$ cat src/rtl/mcpg_pkg.sv
// Shared types and constants for the midpoint circle point generator.
// Used by mcpg_walk, mcpg_emit and midpoint_circle_point_generator.
`timescale 1ns / 1ps

package mcpg_pkg;

   // Fixed field widths
   localparam int CENTER_W = 16;
   localparam int PIX_W    = 17;
   localparam int IDX_W    = 3;

   // Action codes on the request word
   localparam logic ACT_START = 1'b0;
   localparam logic ACT_STEP  = 1'b1;

   // Index of the eighth point of a step
   localparam logic [IDX_W-1:0] IDX_LAST = 3'd7;

   // Handoff from the walk to the emitter
   typedef struct packed {
      logic load;   // a step word was taken and needs output
      logic done;   // the step found no more points
   } job_ctl_type;

endpackage

$ cat src/rtl/mcpg_walk.sv
// Walk state of the midpoint circle: center, column, row, decision, running.
// Starts a walk on a start word and computes one step per accepted step word; depends on mcpg_pkg.
`timescale 1ns / 1ps

module mcpg_walk #(
   parameter int RADIUS_BITS = 12
) (
   input  logic                                    clock,
   input  logic                                    reset,
   input  logic                                    take,
   input  logic                                    action,
   input  logic signed [mcpg_pkg::CENTER_W-1:0]    center_x,
   input  logic signed [mcpg_pkg::CENTER_W-1:0]    center_y,
   input  logic        [RADIUS_BITS-1:0]           radius,
   output mcpg_pkg::job_ctl_type                   job_ctl,
   output logic signed [mcpg_pkg::CENTER_W-1:0]    job_cx,
   output logic signed [mcpg_pkg::CENTER_W-1:0]    job_cy,
   output logic        [RADIUS_BITS:0]             job_col,
   output logic signed [RADIUS_BITS:0]             job_row
);

   localparam int CW = RADIUS_BITS + 1;
   localparam int DW = RADIUS_BITS + 4;
   localparam int SW = RADIUS_BITS + 3;

   logic signed [mcpg_pkg::CENTER_W-1:0] cx_ff, cx_in;
   logic signed [mcpg_pkg::CENTER_W-1:0] cy_ff, cy_in;
   logic        [CW-1:0]                 column_ff, column_in;
   logic signed [CW-1:0]                 row_ff, row_in;
   logic signed [DW-1:0]                 decision_ff, decision_in;
   logic                                 running_ff, running_in;

   logic        [CW-1:0] r_ext;
   logic signed [SW-1:0] gap;
   logic                 finish;
   logic                 dec_pos;
   logic signed [CW-1:0] row_next;
   logic signed [DW-1:0] dec_mid;
   logic signed [DW-1:0] dec_next;

   // Step arithmetic: end test, row move, decision update
   always_comb begin
      r_ext    = CW'(radius);
      gap      = $signed({2'b00, column_ff}) + SW'(row_ff);
      finish   = !running_ff || !gap[SW-1];
      dec_pos  = !decision_ff[DW-1] && (decision_ff != '0);
      row_next = dec_pos ? row_ff + CW'(1) : row_ff;
      dec_mid  = dec_pos ? decision_ff + (DW'(row_next) <<< 1) + DW'(2) : decision_ff;
      dec_next = dec_mid + DW'({column_ff, 1'b1});
   end

   // Next state for start and step words
   always_comb begin
      cx_in       = cx_ff;
      cy_in       = cy_ff;
      column_in   = column_ff;
      row_in      = row_ff;
      decision_in = decision_ff;
      running_in  = running_ff;
      if (take) begin
         if (action == mcpg_pkg::ACT_START) begin
            cx_in       = center_x;
            cy_in       = center_y;
            column_in   = '0;
            row_in      = -$signed(r_ext);
            decision_in = (r_ext == '0) ? '0 : DW'(1) - DW'(r_ext);
            running_in  = 1'b1;
         end else if (finish) begin
            running_in = 1'b0;
         end else begin
            row_in      = row_next;
            decision_in = dec_next;
            column_in   = column_ff + CW'(1);
         end
      end
   end

   // Hold walk state
   always_ff @(posedge clock) begin
      if (reset) begin
         cx_ff       <= '0;
         cy_ff       <= '0;
         column_ff   <= '0;
         row_ff      <= '0;
         decision_ff <= '0;
         running_ff  <= 1'b0;
      end else begin
         cx_ff       <= cx_in;
         cy_ff       <= cy_in;
         column_ff   <= column_in;
         row_ff      <= row_in;
         decision_ff <= decision_in;
         running_ff  <= running_in;
      end
   end

   // Hand the step to the emitter
   assign job_ctl.load = take && (action == mcpg_pkg::ACT_STEP);
   assign job_ctl.done = finish;
   assign job_cx       = cx_ff;
   assign job_cy       = cy_ff;
   assign job_col      = column_ff;
   assign job_row      = row_next;

endmodule

$ cat src/rtl/mcpg_emit.sv
// Point emitter: holds one step job and sends its eight mirrored points,
// or one done word, through an output register. Depends on mcpg_pkg.
`timescale 1ns / 1ps

module mcpg_emit #(
   parameter int RADIUS_BITS = 12
) (
   input  logic                                    clock,
   input  logic                                    reset,
   input  mcpg_pkg::job_ctl_type                   job_ctl,
   input  logic signed [mcpg_pkg::CENTER_W-1:0]    job_cx,
   input  logic signed [mcpg_pkg::CENTER_W-1:0]    job_cy,
   input  logic        [RADIUS_BITS:0]             job_col,
   input  logic signed [RADIUS_BITS:0]             job_row,
   output logic                                    can_load,
   output logic                                    rsp_valid,
   input  logic                                    rsp_stall,
   output logic signed [mcpg_pkg::PIX_W-1:0]       rsp_pixel_x,
   output logic signed [mcpg_pkg::PIX_W-1:0]       rsp_pixel_y,
   output logic                                    rsp_point_valid,
   output logic                                    rsp_last,
   output logic                                    rsp_done_res
);

   localparam int CW = RADIUS_BITS + 1;
   localparam int AW = RADIUS_BITS + 2;

   logic                                 job_valid_ff;
   logic                                 job_done_ff;
   logic signed [mcpg_pkg::CENTER_W-1:0] cx_ff, cy_ff;
   logic        [CW-1:0]                 col_ff;
   logic signed [CW-1:0]                 row_ff;
   logic        [mcpg_pkg::IDX_W-1:0]    idx_ff;

   logic                              out_valid_ff;
   logic signed [mcpg_pkg::PIX_W-1:0] px_ff, py_ff, px_in, py_in;
   logic                              pv_ff, last_ff, done_ff;
   logic                              pv_in, last_in;

   logic                 out_free;
   logic                 word_last;
   logic signed [AW-1:0] col_s, row_s, a_sel, b_sel, a_val, b_val;

   // Build the current word from the job and the point index
   always_comb begin
      col_s     = $signed({1'b0, col_ff});
      row_s     = AW'(row_ff);
      a_sel     = idx_ff[2] ? row_s : col_s;
      b_sel     = idx_ff[2] ? col_s : row_s;
      a_val     = idx_ff[1] ? -a_sel : a_sel;
      b_val     = idx_ff[0] ? -b_sel : b_sel;
      word_last = job_done_ff || (idx_ff == mcpg_pkg::IDX_LAST);
      if (job_done_ff) begin
         px_in   = '0;
         py_in   = '0;
         pv_in   = 1'b0;
         last_in = 1'b1;
      end else begin
         px_in   = mcpg_pkg::PIX_W'(cx_ff) + mcpg_pkg::PIX_W'(a_val);
         py_in   = mcpg_pkg::PIX_W'(cy_ff) + mcpg_pkg::PIX_W'(b_val);
         pv_in   = 1'b1;
         last_in = (idx_ff == mcpg_pkg::IDX_LAST);
      end
   end

   assign out_free = !out_valid_ff || !rsp_stall;
   assign can_load = !job_valid_ff || (out_free && word_last);

   // Hold the job; advance the index as words leave
   always_ff @(posedge clock) begin
      if (reset) begin
         job_valid_ff <= 1'b0;
         idx_ff       <= '0;
      end else if (job_ctl.load) begin
         job_valid_ff <= 1'b1;
         idx_ff       <= '0;
      end else if (job_valid_ff && out_free) begin
         if (word_last) begin
            job_valid_ff <= 1'b0;
         end else begin
            idx_ff <= idx_ff + mcpg_pkg::IDX_W'(1);
         end
      end
   end

   // Job payload
   always_ff @(posedge clock) begin
      if (job_ctl.load) begin
         job_done_ff <= job_ctl.done;
         cx_ff       <= job_cx;
         cy_ff       <= job_cy;
         col_ff      <= job_col;
         row_ff      <= job_row;
      end
   end

   // Output register control
   always_ff @(posedge clock) begin
      if (reset) begin
         out_valid_ff <= 1'b0;
      end else if (out_free) begin
         out_valid_ff <= job_valid_ff;
      end
   end

   // Output register payload
   always_ff @(posedge clock) begin
      if (out_free) begin
         px_ff   <= px_in;
         py_ff   <= py_in;
         pv_ff   <= pv_in;
         last_ff <= last_in;
         done_ff <= job_done_ff;
      end
   end

   assign rsp_valid       = out_valid_ff;
   assign rsp_pixel_x     = px_ff;
   assign rsp_pixel_y     = py_ff;
   assign rsp_point_valid = pv_ff;
   assign rsp_last        = last_ff;
   assign rsp_done_res    = done_ff;

endmodule

$ cat src/rtl/midpoint_circle_point_generator.sv
// Top level of the midpoint circle point generator: walk state and emitter.
// Depends on mcpg_pkg, mcpg_walk and mcpg_emit.
//
//   channel  direction  handshake            payload
//   req_     in         req_valid/req_stall  action, center_x, center_y, radius
//   rsp_     out        rsp_valid/rsp_stall  pixel_x, pixel_y, point_valid, last, done_res
//
// A start word sends nothing. A step word sends eight points, one per cycle
// from the emitter's output register while rsp_stall is low; a step that
// finds the circle finished sends one done word.
// The next word is accepted at the edge where a step's final word enters
// the output register, so steps follow each other with no gap.
// Reset clears the walk state and both valid flags; rsp_stall holds the
// output word and, through the emitter, stalls the request side.
`timescale 1ns / 1ps

module midpoint_circle_point_generator #(
   parameter int RADIUS_BITS = 12
) (
   input  logic                                    clock,
   input  logic                                    reset,
   input  logic                                    req_valid,
   output logic                                    req_stall,
   input  logic                                    req_action,
   input  logic signed [mcpg_pkg::CENTER_W-1:0]    req_center_x,
   input  logic signed [mcpg_pkg::CENTER_W-1:0]    req_center_y,
   input  logic        [RADIUS_BITS-1:0]           req_radius,
   output logic                                    rsp_valid,
   input  logic                                    rsp_stall,
   output logic signed [mcpg_pkg::PIX_W-1:0]       rsp_pixel_x,
   output logic signed [mcpg_pkg::PIX_W-1:0]       rsp_pixel_y,
   output logic                                    rsp_point_valid,
   output logic                                    rsp_last,
   output logic                                    rsp_done_res
);

   mcpg_pkg::job_ctl_type                job_ctl;
   logic signed [mcpg_pkg::CENTER_W-1:0] job_cx, job_cy;
   logic        [RADIUS_BITS:0]          job_col;
   logic signed [RADIUS_BITS:0]          job_row;
   logic                                 can_load;
   logic                                 take;

   // Accept a word whenever the emitter can take its job
   assign req_stall = !can_load;
   assign take      = req_valid && can_load;

   mcpg_walk #(
      .RADIUS_BITS (RADIUS_BITS)
   ) u_walk (
      .clock    (clock),
      .reset    (reset),
      .take     (take),
      .action   (req_action),
      .center_x (req_center_x),
      .center_y (req_center_y),
      .radius   (req_radius),
      .job_ctl  (job_ctl),
      .job_cx   (job_cx),
      .job_cy   (job_cy),
      .job_col  (job_col),
      .job_row  (job_row)
   );

   mcpg_emit #(
      .RADIUS_BITS (RADIUS_BITS)
   ) u_emit (
      .clock           (clock),
      .reset           (reset),
      .job_ctl         (job_ctl),
      .job_cx          (job_cx),
      .job_cy          (job_cy),
      .job_col         (job_col),
      .job_row         (job_row),
      .can_load        (can_load),
      .rsp_valid       (rsp_valid),
      .rsp_stall       (rsp_stall),
      .rsp_pixel_x     (rsp_pixel_x),
      .rsp_pixel_y     (rsp_pixel_y),
      .rsp_point_valid (rsp_point_valid),
      .rsp_last        (rsp_last),
      .rsp_done_res    (rsp_done_res)
   );

endmodule

$ cat config.mk
export PLATFORM = sky130hd
export DESIGN_NAME = midpoint_circle_point_generator
export DESIGN_NICKNAME = d
export VERILOG_FILES = /design/src/rtl/mcpg_pkg.sv /design/src/rtl/mcpg_walk.sv /design/src/rtl/mcpg_emit.sv /design/src/rtl/midpoint_circle_point_generator.sv
export SDC_FILE = /design/constraint.sdc
export NUM_CORES = 1
export LEC_CHECK = 0
export BUFFER_PORTS_ARGS = -buffer_cell sky130_fd_sc_hd__buf_2
export CAP_MARGIN = 20
export CORE_ASPECT_RATIO = 2
export CORE_UTILIZATION = 40
export CTS_CLUSTER_SIZE = 40
export DETAILED_ROUTE_END_ITERATION = 6
export PLACE_DENSITY = 0.71
export SETUP_SLACK_MARGIN = 0.3
export SLEW_MARGIN = 40
export SYNTH_ARGS = -nofsm -noshare
export SYNTH_HDL_FRONTEND = slang
export SYNTH_SLANG_ARGS = --single-unit
$ cat constraint.sdc
create_clock -name clock -period 4.7 [get_ports clock]
set_input_delay 0 -clock clock [delete_from_list [all_inputs] [get_ports clock]]
set_output_delay 0 -clock clock [all_outputs]
set_load 0.01 [all_outputs]
Word level (Yosys, flattened, before mapping)

Cells that the tools add are included.

Add/subtract/negate cells: 13
Equality and inequality tests: 3
Bitwise gates (word level): 2
Reduce and logical (&&, ||, !) cells: 26
Multiplexer cells: 19

Operators with widths:

| operator              | count |
|---|---|
| $mux 13               | 5 |
| $mux 16               | 4 |
| $mux 14               | 4 |
| $add 16x14->17        | 2 |
| $add 16x14->16        | 2 |
| $neg 14->14           | 2 |
| $add 16x3->16 const B | 1 |
| $reduce_bool 16->1    | 1 |
| $add 14x13->15        | 1 |
| $add 13x1->13 const B | 1 |
| $add 13x2->13 const B | 1 |
| $logic_not 13->1      | 1 |
| $neg 12->13           | 1 |
| $sub 1x12->13 const A | 1 |
| $reduce_and 2->1      | 5 |
| $logic_not 1->1       | 7 |
| $mux 1                | 6 |
| $logic_and 1x1->1     | 5 |
| $logic_or 1x1->1      | 4 |
| $reduce_bool 2->1     | 2 |
| $add 3x1->3 const B   | 1 |
| $eq 3x3->1 const B    | 1 |
| $ne 2x1->1 const B    | 1 |
| $ne 2x2->1 const B    | 1 |
| other kinds (2)       | 3 |

Register bits after elaboration: 176
Logic and storage cells: 82
Bits of input ports: 49

Logic depth before layout (Yosys ltp)

Gate-level depths: netlist of the first run.

Depth after elaboration: 9
Depth in mapped cells: 24
Depth with buffers taken out: 23

By module

Synthesis of the first run repeated with hierarchy kept, for this count alone.

Cell total of the unflattened synthesis: 1232
Area, all modules: 11405.9 um^2

By module, submodules not included:

| module                          | times used | cells an instance | seq. area each (um^2) | area each (um^2) |
|---|---|---|---|---|
| mcpg_emit                       | 1          | 515               | 2982.9                | 5819.3 |
| mcpg_walk                       | 1          | 715               | 1501.4                | 5576.6 |
| midpoint_circle_point_generator | 1          | 2                 | 0.0                   | 10.0 |

Least setup slack after synthesis of the first run

OpenSTA, ideal clock, no wires.

Path kind: register -> register
From: reg u_walk.decision_ff[15]
To: reg u_walk.decision_ff[15]
Arrival time: 4.637 ns
Clock period less this slack: 4.722 ns
Setup slack: -0.022 ns
Cell stages (with the launch flop): 22
Setup time: 0.086 ns
Cells stage by stage: dfxtp_1 > clkbuf_2 > nor4_1 > a41oi_2 > nand4_1 > xnor2_1 > ha_1 > ha_1 > nor2b_1 > o31ai_1 > nand2b_1 > a21oi_1 > xor2_1 > o21ai_0 > ha_1 > or2_2 > a31oi_1 > a21oi_1 > a41oi_1 > a21boi_0 > nor2b_1 > a211oi_1

Word-level cells in the longest chain between the ends: 9

RTL lines:

| what                                                  | RTL line                              | source |
|---|---|---|
| start: declaration                                    | mcpg_walk.sv:30                       | `logic signed [DW-1:0] decision_ff, decision_in;` |
| start signal: assignment                              | mcpg_walk.sv:92                       | `decision_ff <= decision_in;` |
| $reduce_bool 16->1 or $logic_not 1->1 (tied branches) | mcpg_walk.sv:46                       | `dec_pos = !decision_ff[DW-1] && (decision_ff != '0);` |
| $logic_and 1x1->1 *                                   | mcpg_walk.sv:46                       |  |
| $mux 13 *                                             | mcpg_walk.sv:47                       | `row_next = dec_pos ? row_ff + CW'(1) : row_ff;` |
| named net job_row[3]                                  | midpoint_circle_point_generator.sv:40 | `logic signed [RADIUS_BITS:0] job_row;` |
| $add 16x14->16 *                                      | mcpg_walk.sv:48                       | `dec_mid = dec_pos ? decision_ff + (DW'(row_next) <<< 1) + DW'(2) : decision_ff;` |
| $add 16x3->16 *                                       | mcpg_walk.sv:48                       |  |
| $mux 16 *                                             | mcpg_walk.sv:48                       |  |
| $add 16x14->16 *                                      | mcpg_walk.sv:49                       | `dec_next = dec_mid + DW'({column_ff, 1'b1});` |
| $mux 16 *                                             | mcpg_walk.sv:68                       | `end else if (finish) begin` |
| $mux 16 *                                             | mcpg_walk.sv:61                       | `if (action == mcpg_pkg::ACT_START) begin` |

Mark *: on every way through the listed nets, which the timed path passes. The rest lies on a longest branch. The select of a mux whose other input is x is not followed.
A chain may end at the register's enable or synchronous reset.

Final worst setup path of the first run

From: reg u_walk.decision_ff[15]
To: reg u_walk.decision_ff[11]

The elaborated chain is that of the path after synthesis.

==> results of run 1 <==
final timing paths:
path | start | to | slack (ps) | cells after the start
max | u_walk.decision_ff[15] | u_walk.decision_ff[11] | 30 | 20
min | reset | u_walk.row_ff[3] | 10 | 2
max reg2reg | u_walk.decision_ff[15] | u_walk.decision_ff[11] | 30 | 20
min reg2reg | u_walk.job_cx[9] | u_emit.cx_ff[9] | 420 | 0
state kept, by name (all words and copies together) (netlist names), 16 cells and up:
signal and flops:
u_emit.rsp_pixel_x 17, u_emit.rsp_pixel_y 17, u_emit.cx_ff 16, u_emit.cy_ff 16
u_walk.decision_ff 16, u_walk.job_cx 16, u_walk.job_cy 16
power groups by stage:
| stage | clock, mW | sequential, mW | combinational [mW] |
|---|---|---|---|
| 2_1_floorplan | 0 | 1.77 | 0.448 |
| 4_1_cts | 1.39 | 1.74 | 0.887 |
| 3_5_place_dp | 0 | 1.77 | 0.760 |
| 3_3_place_gp | 0 | 1.77 | 0.750 |
| 6_report | 1.38 | 1.75 | 0.973 |
| 5_1_grt | 1.45 | 1.75 | 1.05 |
cells in the mapped netlist (11+ instances only):
cell type and instances:
sky130_fd_sc_hd__nand2_1 140, sky130_fd_sc_hd__nor2_1 123, sky130_fd_sc_hd__edfxtp_1 96, sky130_fd_sc_hd__ha_1 93, sky130_fd_sc_hd__a21oi_1 82, sky130_fd_sc_hd__dfxtp_1 80
sky130_fd_sc_hd__xor2_1 60, sky130_fd_sc_hd__o21ai_0 54, sky130_fd_sc_hd__nor3_1 47, sky130_fd_sc_hd__xnor2_1 47, sky130_fd_sc_hd__inv_1 41, sky130_fd_sc_hd__clkbuf_1 36
sky130_fd_sc_hd__mux2i_1 29, sky130_fd_sc_hd__a211oi_1 28, sky130_fd_sc_hd__a21o_1 16, sky130_fd_sc_hd__nand4_1 14, sky130_fd_sc_hd__nand3_1 13, sky130_fd_sc_hd__nor2b_1 13
sky130_fd_sc_hd__nand2b_1 11
area by class of cell:
type / count / share of cell area
Clock buffer: 17 / 0.0297
Clock inverter: 15 / 0.00961
Inverter: 42 / 0.0110
Multi-Input combinational cell: 906 / 0.469
Sequential cell: 176 / 0.314
Tap cell: 348 / 0.0304
Timing Repair Buffer: 270 / 0.136
kinds of logic (layout without fill, tap and decap cells):
logic type,count (synthesis),count (layout),share of synthesized area
DFF,176,176,0.411
muxes,32,32,0.0297
buffers and inverters,87,344,0.0311
adders and majority gates,97,97,0.114
xor gates and xnor gates,108,108,0.0879
and+or+nand+nor,412,412,0.174
AOI/OAI and AO/OA,257,257,0.153
placed cells by master, fill, tap and decap left out, types with 12 or more instances in the layout:
cell / Yosys / final
sky130_fd_sc_hd__a211oi_1: 28 / 21
sky130_fd_sc_hd__buf_4: 1 / 138
sky130_fd_sc_hd__nor3_1: 47 / 44
sky130_fd_sc_hd__edfxtp_1: 96 / 96
sky130_fd_sc_hd__ha_4: 0 / 12
sky130_fd_sc_hd__a21oi_1: 82 / 73
sky130_fd_sc_hd__a21o_1: 16 / 16
sky130_fd_sc_hd__dfxtp_1: 80 / 70
sky130_fd_sc_hd__mux2i_1: 29 / 29
sky130_fd_sc_hd__nand2_1: 140 / 135
sky130_fd_sc_hd__o21ai_0: 54 / 40
sky130_fd_sc_hd__ha_1: 93 / 76
sky130_fd_sc_hd__nand3_1: 13 / 12
sky130_fd_sc_hd__nor2_1: 123 / 116
sky130_fd_sc_hd__xor2_1: 60 / 58
sky130_fd_sc_hd__clkbuf_16: 0 / 17
sky130_fd_sc_hd__inv_1: 41 / 38
sky130_fd_sc_hd__xnor2_1: 47 / 40
sky130_fd_sc_hd__dlygate4sd3_1: 0 / 34
sky130_fd_sc_hd__buf_2: 6 / 86
sky130_fd_sc_hd__nand4_1: 14 / 14
critical path, cell delays in order, from the launching register on:
cell,delay (ps)
sky130_fd_sc_hd__dfxtp_4,360
sky130_fd_sc_hd__buf_4,150
sky130_fd_sc_hd__a41oi_4,270
sky130_fd_sc_hd__nand4_1,170
sky130_fd_sc_hd__xnor2_1,570
sky130_fd_sc_hd__ha_1,390
sky130_fd_sc_hd__ha_4,260
sky130_fd_sc_hd__or2_2,310
sky130_fd_sc_hd__a21oi_2,160
sky130_fd_sc_hd__a21oi_2,60
sky130_fd_sc_hd__a21oi_2,170
sky130_fd_sc_hd__xor2_1,190
sky130_fd_sc_hd__o21ai_2,90
sky130_fd_sc_hd__ha_1,300
sky130_fd_sc_hd__a21o_1,210
sky130_fd_sc_hd__a31oi_4,190
sky130_fd_sc_hd__a21oi_4,60
sky130_fd_sc_hd__buf_4,140
sky130_fd_sc_hd__xor2_2,160
sky130_fd_sc_hd__a221oi_2,270
sky130_fd_sc_hd__nor3_1,60
what timing repair did:
action | 4_1_cts | 5_1_grt
setup buffers | 38 | 11
gates resized for setup | 57 | 71
hold buffers | 34 | 0
setup endpoints to repair | 7 | 11
endpoints found under the hold margin | 34 | 0
pin swaps | 36 | 57
routing by layer:
layer,track usage,share of wire
met1,0.205,0.32
met4,0.203,0.088
met3,0.0339,0.039
met2,0.465,0.56
met5,0,0
==> metrics.md, run 1 <==
| Metric | Value |
|---|---|
| Critical Path Fanout Max | `5` |
| Clk_lat worst skew | `440 ps` |
| Startpoint types | `register` |
| Setup TNS | `0 ps` |
| Pin count of the biggest net entering global routing | `47` |
| RSZ-0062 raised after global routing | `true` |
| Largest cells by area after synthesis | `sky130_fd_sc_hd__edfxtp_1 26%, sky130_fd_sc_hd__dfxtp_1 15%, sky130_fd_sc_hd__ha_1 11%` |
| Final Non-Filler Cells | `1774` |
| Power share of the clock group | `0.336` |
| CORE AREA | `26900 µm²` |
| Syn_nets | `1315` |
| Overall via count from detail_route | `9767` |
| Count of endpoints failing hold in the final timing report | `0` |
| Period utilisation layout | `0.994` |
| Die width | `119 µm` |
| Global-route wire length before repair | `50500 µm` |
| Final Worst Setup Slack | `26.9 ps` |
| Proportion of power drawn by combinational gates | `0.237` |
| Worst IR Drop VDD | `0.000275 V` |
| Fraction of synthesized cell area taken by the top area cell type | `0.264` |
| Total number of H-tree levels | `4` |
| Reg area | `4500 µm²` |
| Area grow syn2layout | `31.2%` |
| Mean post-synth cell area | `9.34 µm²` |
| Internal cell power | `2.85 mW` |
| Post-synth EDFFs | `96` |
| Multi-input gate area in the final layout | `6710 µm²` |
| Seq/Total Area, Yosys | `0.411` |
| Share of post-route cells with drive strength above 1 | `0.272` |
| Sw Ratio | `0.303` |
| WL per Instance | `18.9 µm` |
| Final worst clock skew | `11.9 ps` |
| Initial drt markers | `655` |
| Number of primary I/O pins | `88` |
| DRC errors left | `0` |
| Die outline area | `28000 µm²` |
| Req. time, crit path | `5020 ps` |
| Relative slew margins | `0.392` |
| Maximum operating frequency | `214 MHz` |
| Async set-reset flop share out of synthesis | `0` |
| Worst Hold Margin | `13.9 ps` |
| Pleak | `5.90 nW` |
| Via-per-instance ratio | `5.51` |
| Clock-pin slew of the registers on the worst-case setup and hold paths | `70 ps` |
| Post-synthesis cell count | `1169` |
| Setup CP Type | `reg2reg` |
| Synthesized cell area | `10900 µm²` |
| Number of antenna violations at the first check in global routing | `1` |
| Placement-stage cell area | `12400 µm²` |
| Die Y-Extent | `236 µm` |
| Final RePlAce weighted congestion | `0.999` |
| Aggregate global routing overflow | `0` |
| Worst min path class | `in2reg` |
| Length of the first detailed-routing pass in iterations | `7` |
| Wirelength, routed | `33600 µm` |
| Clock sinks | `176` |
| Outcome | `finished, final reports clean` |
| Antenna cell count | `0` |
| Clock tree root buffer cell | `sky130_fd_sc_hd__clkbuf_16` |
| Number of clock buffers inserted by TritonCTS | `17` |
| Power per cell area | `286 nW/µm²` |
| Predominant post-synthesis flop cell | `sky130_fd_sc_hd__edfxtp_1` |
| Crit path time final | `4670 ps` |
| NumNets Final | `1559` |
| Dominant cell type by area after synthesis | `sky130_fd_sc_hd__edfxtp_1` |
| Yosys synthesis warning count | `0` |
| Final core utilization | `0.532` |
| Final Setup Violations | `0` |
| Tot Pwr | `4.10 mW` |
| Cell row count | `85` |
| Pre-CTS worst setup slack | `-206 ps` |
| Psw | `1.24 mW` |
| Yosys cell types | `71` |
| Clock tree from TritonCTS | `built` |
| Total placed cells including tap cells | `1659` |
| CP Capture Type | `register` |
| Final count of pins violating max slew | `0` |
| Number of flip-flops and latches in the synthesized netlist | `176` |
| Fillers | `2322` |
| Number of global-route vias before repair | `9724` |
| GRT Total Usage | `0.238` |
| Max-cap violation count | `0` |
| I/O Buffers | `87` |
| Antenna viol nets, final | `0` |
| Final non-filler cell area | `14300 µm²` |
| HPWL after detailed placement | `24600 µm` |
| CTS max path bufs | `2` |
| Starting Density | `0.406` |
| Sequential share of power | `0.426` |
| Slew @ Worst Pin | `912 ps` |
| CP Data Arrival Time | `4990 ps` |
Note: power is estimated with default switching activity, not from simulation.
==> run 2, diff against run 1 <==
--- a/config.mk
+++ b/config.mk
@@ -11,7 +11,8 @@
 export CORE_UTILIZATION = 40
 export CTS_CLUSTER_SIZE = 40
 export DETAILED_ROUTE_END_ITERATION = 6
-export PLACE_DENSITY = 0.71
+export PLACE_DENSITY_LB_ADDON = 0.05
+export RECOVER_POWER = 50
 export SETUP_SLACK_MARGIN = 0.3
 export SLEW_MARGIN = 40
 export SYNTH_ARGS = -nofsm -noshare
==> run 2 against run 1 <==
The flow now finishes with violations (max-capacitance violations, max-slew violations). Via count decreased by 3.1%. Power grew 0.48%. Sequential cell count unchanged. Design area grew 0.25%. Clock power grew 7%. Critical endpoint is now u_walk.row_ff[1]. Largest cell class unchanged.
==> metrics.md, run 2 (synthesis gave the netlist of run 1 again) <==
| Metric | Value |
|---|---|
| Antenna viol nets, final | `0 (unchanged)` |
| Cell row count | `85 (unchanged)` |
| Power per cell area | `287 nW/µm² (+0.23%)` |
| Die Y-Extent | `236 µm (unchanged)` |
| Outcome | `finished, violations left` |
| Sequential share of power | `0.424 (-0.002)` |
| Pin count of the biggest net entering global routing | `48 (+2.1%)` |
| Startpoint types | `register` |
| Final Setup Violations | `0 (unchanged)` |
| Length of the first detailed-routing pass in iterations | `6 (-1)` |
| Final worst clock skew | `12.1 ps (+0.218 ps)` |
| Wirelength, routed | `33700 µm (+0.52%)` |
| Critical-path cell with the highest stage delay | `sky130_fd_sc_hd__dfxtp_4` |
| Proportion of power drawn by combinational gates | `0.216 (-0.021)` |
| Violated checks | `max-capacitance violations, max-slew violations` |
| Critical Path Fanout Max | `3 (-2)` |
| Sw Ratio | `0.282 (-0.0213)` |
| Number of antenna violations at the first check in global routing | `0 (-1)` |
| CTS max path bufs | `2 (unchanged)` |
| Count of endpoints failing hold in the final timing report | `0 (unchanged)` |
| Aggregate global routing overflow | `0 (unchanged)` |
| Total number of H-tree levels | `4 (unchanged)` |
| Number of primary I/O pins | `88 (unchanged)` |
| Clock-pin slew of the registers on the worst-case setup and hold paths | `70 ps (about the same)` |
| Maximum operating frequency | `216 MHz (+0.80%)` |
| Buffers & Inverters on Critical Path | `26 (+24)` |
| Clock tree root buffer cell | `sky130_fd_sc_hd__clkbuf_16` |
| I/O Buffers | `87 (unchanged)` |
| Area grow syn2layout | `31.5%` |
| Share of post-route cells with drive strength above 1 | `0.244 (-0.0277)` |
| Slew @ Worst Pin | `2110 ps (+1200 ps)` |
| NumNets Final | `1557 (-0.13%)` |
| Via-per-instance ratio | `5.34 (-3.0%)` |
| Clock sinks | `176 (unchanged)` |
| Number of clock buffers inserted by TritonCTS | `17 (unchanged)` |
| Relative slew margins | `-0.405 (-0.796)` |
| Final non-filler cell area | `14400 µm² (+0.25%)` |
| Clk_lat worst skew | `440 ps (about the same)` |
| Number of global-route vias before repair | `9621 (-1.1%)` |
| Final count of pins violating max slew | `77 (+77)` |
| Worst Hold Margin | `57.5 ps (+43.7 ps)` |
| Die outline area | `28000 µm² (unchanged)` |
| HPWL after detailed placement | `25700 µm (+4.5%)` |
| Worst min path class | `in2reg` |
| Antenna cell count | `0 (unchanged)` |
| Family of cells with the greatest summed delay on the critical path | `buffers and inverters` |
| GRT Total Usage | `0.245 (+0.00744)` |
| Most frequent cell on the critical path | `sky130_fd_sc_hd__buf_4` |
| Die width | `119 µm (unchanged)` |
| WL per Instance | `19.0 µm (+0.63%)` |
| Placement-stage cell area | `12500 µm² (about the same)` |
| Final core utilization | `0.533 (+0.00130)` |
| CORE AREA | `26900 µm² (unchanged)` |
| Internal cell power | `2.96 mW (+3.6%)` |
| Req. time, crit path | `5070 ps (+50 ps)` |
| Final RePlAce weighted congestion | `0.963 (-3.5%)` |
| Starting Density | `0.406 (unchanged)` |
| Tot Pwr | `4.12 mW (+0.48%)` |
| RSZ-0062 raised after global routing | `true` |
| Clock tree from TritonCTS | `built` |
| Pleak | `5.81 nW (-1.6%)` |
| Psw | `1.16 mW (-6.6%)` |
| DRC errors left | `0 (unchanged)` |
| Period utilisation layout | `0.986 (-0.00788)` |
| Power share of the clock group | `0.360 (+0.024)` |
| Global-route wire length before repair | `51500 µm (+2.0%)` |
| Setup CP Type | `reg2reg` |
| Max-cap violation count | `2 (+2)` |
| CP Data Arrival Time | `5000 ps (about the same)` |
| Worst IR Drop VDD | `0.000255 V (-7.6%)` |
| Overall via count from detail_route | `9465 (-3.1%)` |
| CP Capture Type | `register` |
| Commonest non-fill, non-tap cells in the layout | `135 x sky130_fd_sc_hd__nand2_1, 126 x sky130_fd_sc_hd__buf_4, 112 x sky130_fd_sc_hd__nor2_1` |
| Initial drt markers | `411 (-37%)` |
| Fillers | `2489 (+7.2%)` |
| Slowest stage delay, CP | `370 ps (-200 ps)` |
| Crit path time final | `4640 ps (-37.0 ps)` |
| Leading cell type in the layout, fill and taps excluded | `sky130_fd_sc_hd__nand2_1` |
run 2: cell count changes in the layout (fill, tap and decap cells not counted), moves of 5 or more:
cell                        change
sky130_fd_sc_hd__buf_2         -37
sky130_fd_sc_hd__buf_6          +5
sky130_fd_sc_hd__clkbuf_16      +5
sky130_fd_sc_hd__buf_4         -12
sky130_fd_sc_hd__clkbuf_1      +42
run 2: layout make-up:
type	count	area (µm²)	area share
inverters	42	158	0.0110
clock buffers	23	554	0.0386
clock inverters	9	75.1	0.00523
well taps	348	435	0.0303
multi-input cells	906	6710	0.468
repair buffers	268	1910	0.133
flip-flops and latches	176	4510	0.314
run 2: per-layer routing:
layer / global-route usage / routed length (µm) / vias to the layer above
li1: - / - / 4697
met3: 0.0276 / 697 / 89
met1: 0.216 / 11200 / 4479
met5: 0 / 0 / -
met2: 0.496 / 19500 / 200
met4: 0.173 / 2320 / 0
run 2: stage by stage:
step / instances / setup slack, ps / setup TNS (ps)
5_1_grt: 1772 / -28.7 / -35.0
4_1_cts: 1765 / 167 / 0
2_1_floorplan: 1169 / 308 / 0
3_3_place_gp: 1658 / -728 / -4540
3_5_place_dp: 1658 / -834 / -4960
6_report: 1772 / 63.9 / 0
run 2: what timing repair did:
action                                  in CTS  in global routing
setup buffers                               41                  7
gates resized for setup                     82                 70
endpoints found under the setup margin      12                 12
hold buffers                                34                  0
pin swaps                                   57                 63
endpoints found under the hold margin       34                  0
run 2: worst reg2reg max path: cells and delay by family, from the launching register on:
kind | cells | cell delay (ps)
buffers and inverters | 26 | 3190
AND/OR/NAND/NOR | 5 | 790
flip-flops | 1 | 370
AO/OA/AOI/OAI | 2 | 240
run 2: path summary, 6_finish.rpt:
path                    startpoint                to  slack, ps  cells after the start
min                  req_radius[7]  u_walk.row_ff[7]         60                      4
max reg2reg  u_walk.decision_ff[0]  u_walk.row_ff[1]         60                     33
max          u_walk.decision_ff[0]  u_walk.row_ff[1]         60                     33
min reg2reg       u_walk.job_cy[3]   u_emit.cy_ff[3]        430                      0
run 2: power groups by stage:
stage | Sequential [mW] | Clock, mW | Combinational (mW)
3_3_place_gp | 1.77 | 0 | 0.752
5_1_grt | 1.75 | 1.57 | 0.972
3_5_place_dp | 1.77 | 0 | 0.756
4_1_cts | 1.74 | 1.51 | 0.856
6_report | 1.74 | 1.48 | 0.891
2_1_floorplan | 1.77 | 0 | 0.448
==> run 3, diff against run 2 <==
--- a/config.mk
+++ b/config.mk
@@ -5,6 +5,7 @@
 export SDC_FILE = /design/constraint.sdc
 export NUM_CORES = 1
 export LEC_CHECK = 0
+export ABC_AREA = 1
 export BUFFER_PORTS_ARGS = -buffer_cell sky130_fd_sc_hd__buf_2
 export CAP_MARGIN = 20
 export CORE_ASPECT_RATIO = 2
==> run 3 against run 2 <==
Routed wire length grew 4.9%. Synthesized cell count rose by 23%. Highest routed layer unchanged. Global-route usage is 0.13 points lower. Sequential share of layout area rose by 1.2 points. Sequential power about the same. Via count increased by 8.5%. The run still ends with max-capacitance violations, max-slew violations left.
==> metrics.md, run 3 <==
| Metric | Value |
|---|---|
| Outcome | `finished, violations left` |
| Violated checks | `max-capacitance violations, max-slew violations` |
| Final Worst Setup Slack | `315 ps (+251 ps)` |
| Mean post-synth cell area | `7.99 µm² (-14%)` |
| Clock tree root buffer cell | `sky130_fd_sc_hd__clkbuf_16` |
| Final count of pins violating max slew | `43 (-44%)` |
| Count of endpoints failing hold in the final timing report | `0 (unchanged)` |
| RSZ-0062 raised after global routing | `true` |
| Fraction of synthesized cell area taken by the top area cell type | `0.251 (-0.0135)` |
| Final Setup Violations | `0 (unchanged)` |
| Dominant cell type by area after synthesis | `sky130_fd_sc_hd__edfxtp_1` |
| Share of post-route cells with drive strength above 1 | `0.157 (-0.0876)` |
| NumNets Final | `1728 (+11%)` |
| Number of global-route vias before repair | `10105 (+5.0%)` |
| Via-per-instance ratio | `5.27 (-1.4%)` |
| Starting Density | `0.408 (+0.00231)` |
| Number of clock buffers inserted by TritonCTS | `17 (unchanged)` |
| Critical-path cell with the highest stage delay | `sky130_fd_sc_hd__dfxtp_2` |
| Area grow syn2layout | `20.3%` |
| Most common library cells after synthesis | `298 x sky130_fd_sc_hd__nand2_1, 152 x sky130_fd_sc_hd__nor2_1, 143 x sky130_fd_sc_hd__a21oi_1` |
| Final RePlAce weighted congestion | `0.990 (+2.7%)` |
| Multi-input gate area in the final layout | `6670 µm² (-0.63%)` |
| Maximum operating frequency | `228 MHz (+5.7%)` |
| Overall via count from detail_route | `10274 (+8.5%)` |
| Async set-reset flop share out of synthesis | `0 (unchanged)` |
| Tot Pwr | `4.05 mW (-1.6%)` |
| GRT Total Usage | `0.244 (-0.00129)` |
| Number of flip-flops and latches in the synthesized netlist | `176 (unchanged)` |
| Synthesized cell area | `11500 µm² (+5.4%)` |
| Die Y-Extent | `242 µm (+2.6%)` |
| WL per Instance | `18.1 µm (-4.7%)` |
| Commonest non-fill, non-tap cells in the layout | `288 x sky130_fd_sc_hd__nand2_1, 139 x sky130_fd_sc_hd__nor2_1, 132 x sky130_fd_sc_hd__a21oi_1` |
| Clock-pin slew of the registers on the worst-case setup and hold paths | `70 ps (about the same)` |
| Wirelength, routed | `35400 µm (+4.9%)` |
| Final worst clock skew | `14.6 ps (+2.48 ps)` |
| Largest cells by area after synthesis | `sky130_fd_sc_hd__edfxtp_1 25%, sky130_fd_sc_hd__dfxtp_1 14%, sky130_fd_sc_hd__ha_1 10%` |
| Crit path time final | `4390 ps (-251 ps)` |
| Fillers | `2820 (+13%)` |
| Startpoint types | `register` |
| CORE AREA | `28200 µm² (+4.8%)` |
| Max-cap violation count | `1 (-1)` |
| Relative slew margins | `-0.548 (-0.143)` |
| Predominant post-synthesis flop cell | `sky130_fd_sc_hd__edfxtp_1` |
| Final Non-Filler Cells | `1951 (+10%)` |
| Pleak | `5.90 nW (+1.5%)` |
| I/O Buffers | `87 (unchanged)` |
| Reg area | `4510 µm² (about the same)` |
| Total number of H-tree levels | `4 (unchanged)` |
| Leading cell type in the layout, fill and taps excluded | `sky130_fd_sc_hd__nand2_1` |
| Die width | `122 µm (+2.6%)` |
| Length of the first detailed-routing pass in iterations | `5 (-1)` |
| CP Capture Type | `register` |
| Clock sinks | `176 (unchanged)` |
| Cell row count | `87 (+2.4%)` |
| Initial drt markers | `593 (+44%)` |
| Seq/Total Area, Yosys | `0.390 (-0.0210)` |
| CTS max path bufs | `2 (unchanged)` |
| CP Data Arrival Time | `4700 ps (-300 ps)` |
| Yosys synthesis warning count | `0 (unchanged)` |
| Clk_lat worst skew | `450 ps (about the same)` |
| Power per cell area | `293 nW/µm² (+2.1%)` |
| Register-to-register setup slack | `310 ps (+250 ps)` |
| Most frequent cell on the critical path | `sky130_fd_sc_hd__nand2_1` |
| Slew @ Worst Pin | `2320 ps (+215 ps)` |
| Yosys cell types | `57 (-20%)` |
| Req. time, crit path | `5020 ps (-50 ps)` |
| Antenna viol nets, final | `0 (unchanged)` |
| Setup TNS | `0 ps (unchanged)` |
| Post-synth EDFFs | `96 (unchanged)` |
| Pre-CTS worst setup slack | `-156 ps (+678 ps)` |
| Post-synthesis cell count | `1439 (+23%)` |
| Number of primary I/O pins | `88 (unchanged)` |
| Final core utilization | `0.491 (-0.0428)` |
| HPWL after detailed placement | `26800 µm (+4.5%)` |
| Global-route wire length before repair | `53500 µm (+3.9%)` |
| Setup CP Type | `reg2reg` |
| Slowest stage delay, CP | `350 ps (-20 ps)` |
| Die outline area | `29500 µm² (+5.3%)` |
| Most common cell in the synthesized netlist | `sky130_fd_sc_hd__nand2_1` |
| Total placed cells including tap cells | `1864 (+12%)` |
| Critical Path Fanout Max | `5 (+2)` |
| Aggregate global routing overflow | `0 (unchanged)` |
| Period utilisation layout | `0.933 (-0.0534)` |
| Syn_nets | `1585 (+21%)` |
| Number of antenna violations at the first check in global routing | `0 (unchanged)` |
| DRC errors left | `0 (unchanged)` |
| Antenna cell count | `0 (unchanged)` |
| Clock tree from TritonCTS | `built` |
| Pin count of the biggest net entering global routing | `63 (+31%)` |
| Worst IR Drop VDD | `0.000248 V (-2.7%)` |
| Worst min path class | `in2reg` |
==> run 3: cell types whose count changed after synthesis, sizes merged, moves of 30 or more <==
cell   change
nand2    +165
inv       +91
a21oi     +70
nand3     +66
o21ai     +62
nor2      +30
==> run 3: final cells by class <==
cell class / count / share of cell area
flip-flops and latches: 176 / 0.326
well taps: 356 / 0.0322
repair buffers: 168 / 0.0806
clock inverters: 12 / 0.0103
multi-input cells: 1084 / 0.482
clock buffers: 20 / 0.0316
inverters: 135 / 0.0367
==> run 3: routing by layer <==
metal,track usage,up-vias,wire length [µm],share of wire
met1,0.221,4806,12000,0.34
met4,0.129,0,1800,0.051
met3,0.0302,87,910,0.026
met5,0,-,0,0
li1,-,5152,-,-
met2,0.497,229,20700,0.58
==> run 3: stage by stage <==
stage	hold WS, ps	area, µm²
final	52.1	13800
after global routing	77.9	13800
after CTS	31.8	13400
after detailed placement	284	12400
after global placement	276	12300
after floorplan	165	11500
==> run 3: final timing paths <==
| path | from | end | cells after the start |
|---|---|---|---|
| worst max-delay path | u_walk.decision_ff[10] | u_walk.decision_ff[14] | 32 |
| worst min-delay path | req_radius[8] | u_walk.decision_ff[8] | 5 |
| worst max register to register | u_walk.decision_ff[10] | u_walk.decision_ff[14] | 32 |
| worst min register to register | u_walk.job_cy[1] | u_emit.cy_ff[1] | 0 |
==> run 3: logic make-up (layout without fill, tap and decap cells) <==
logic type      after synthesis  after routing  share of synthesized area
xor+xnor                     75             75                     0.0571
fa+ha+maj                    97             97                      0.108
flops                       176            176                      0.390
buf+inv                     180            335                     0.0661
simple gates                591            592                      0.221
compound gates              320            320                      0.158
==> run 3: worst max-delay path, delay by kind of cell, from the launching register on <==
family                   cells  cell delay, ps
AO/OA/AOI/OAI                9            1170
XOR/XNOR                     1             160
adder cells (fa/ha/maj)      3             770
buffers and inverters        2             160
flip-flops                   1             350
AND/OR/NAND/NOR             17            1600
==> run 3: where the power goes <==
group	internal [mW]	leakage (nW)	total [mW]	switching (mW)
clock network	0.829	0.281	1.43	0.601
registers	1.69	1.67	1.74	0.0457
logic	0.343	3.95	0.885	0.542
total	2.86	5.90	4.05	1.19
==> run 3: what timing repair did <==
item,4_1_cts,5_1_grt
pin swaps,7,38
cloned,0,1
hold buffers,33,0
endpoints found under the setup margin,9,9
setup buffers,6,14
resized for setup,22,94
endpoints found under the hold margin,33,0
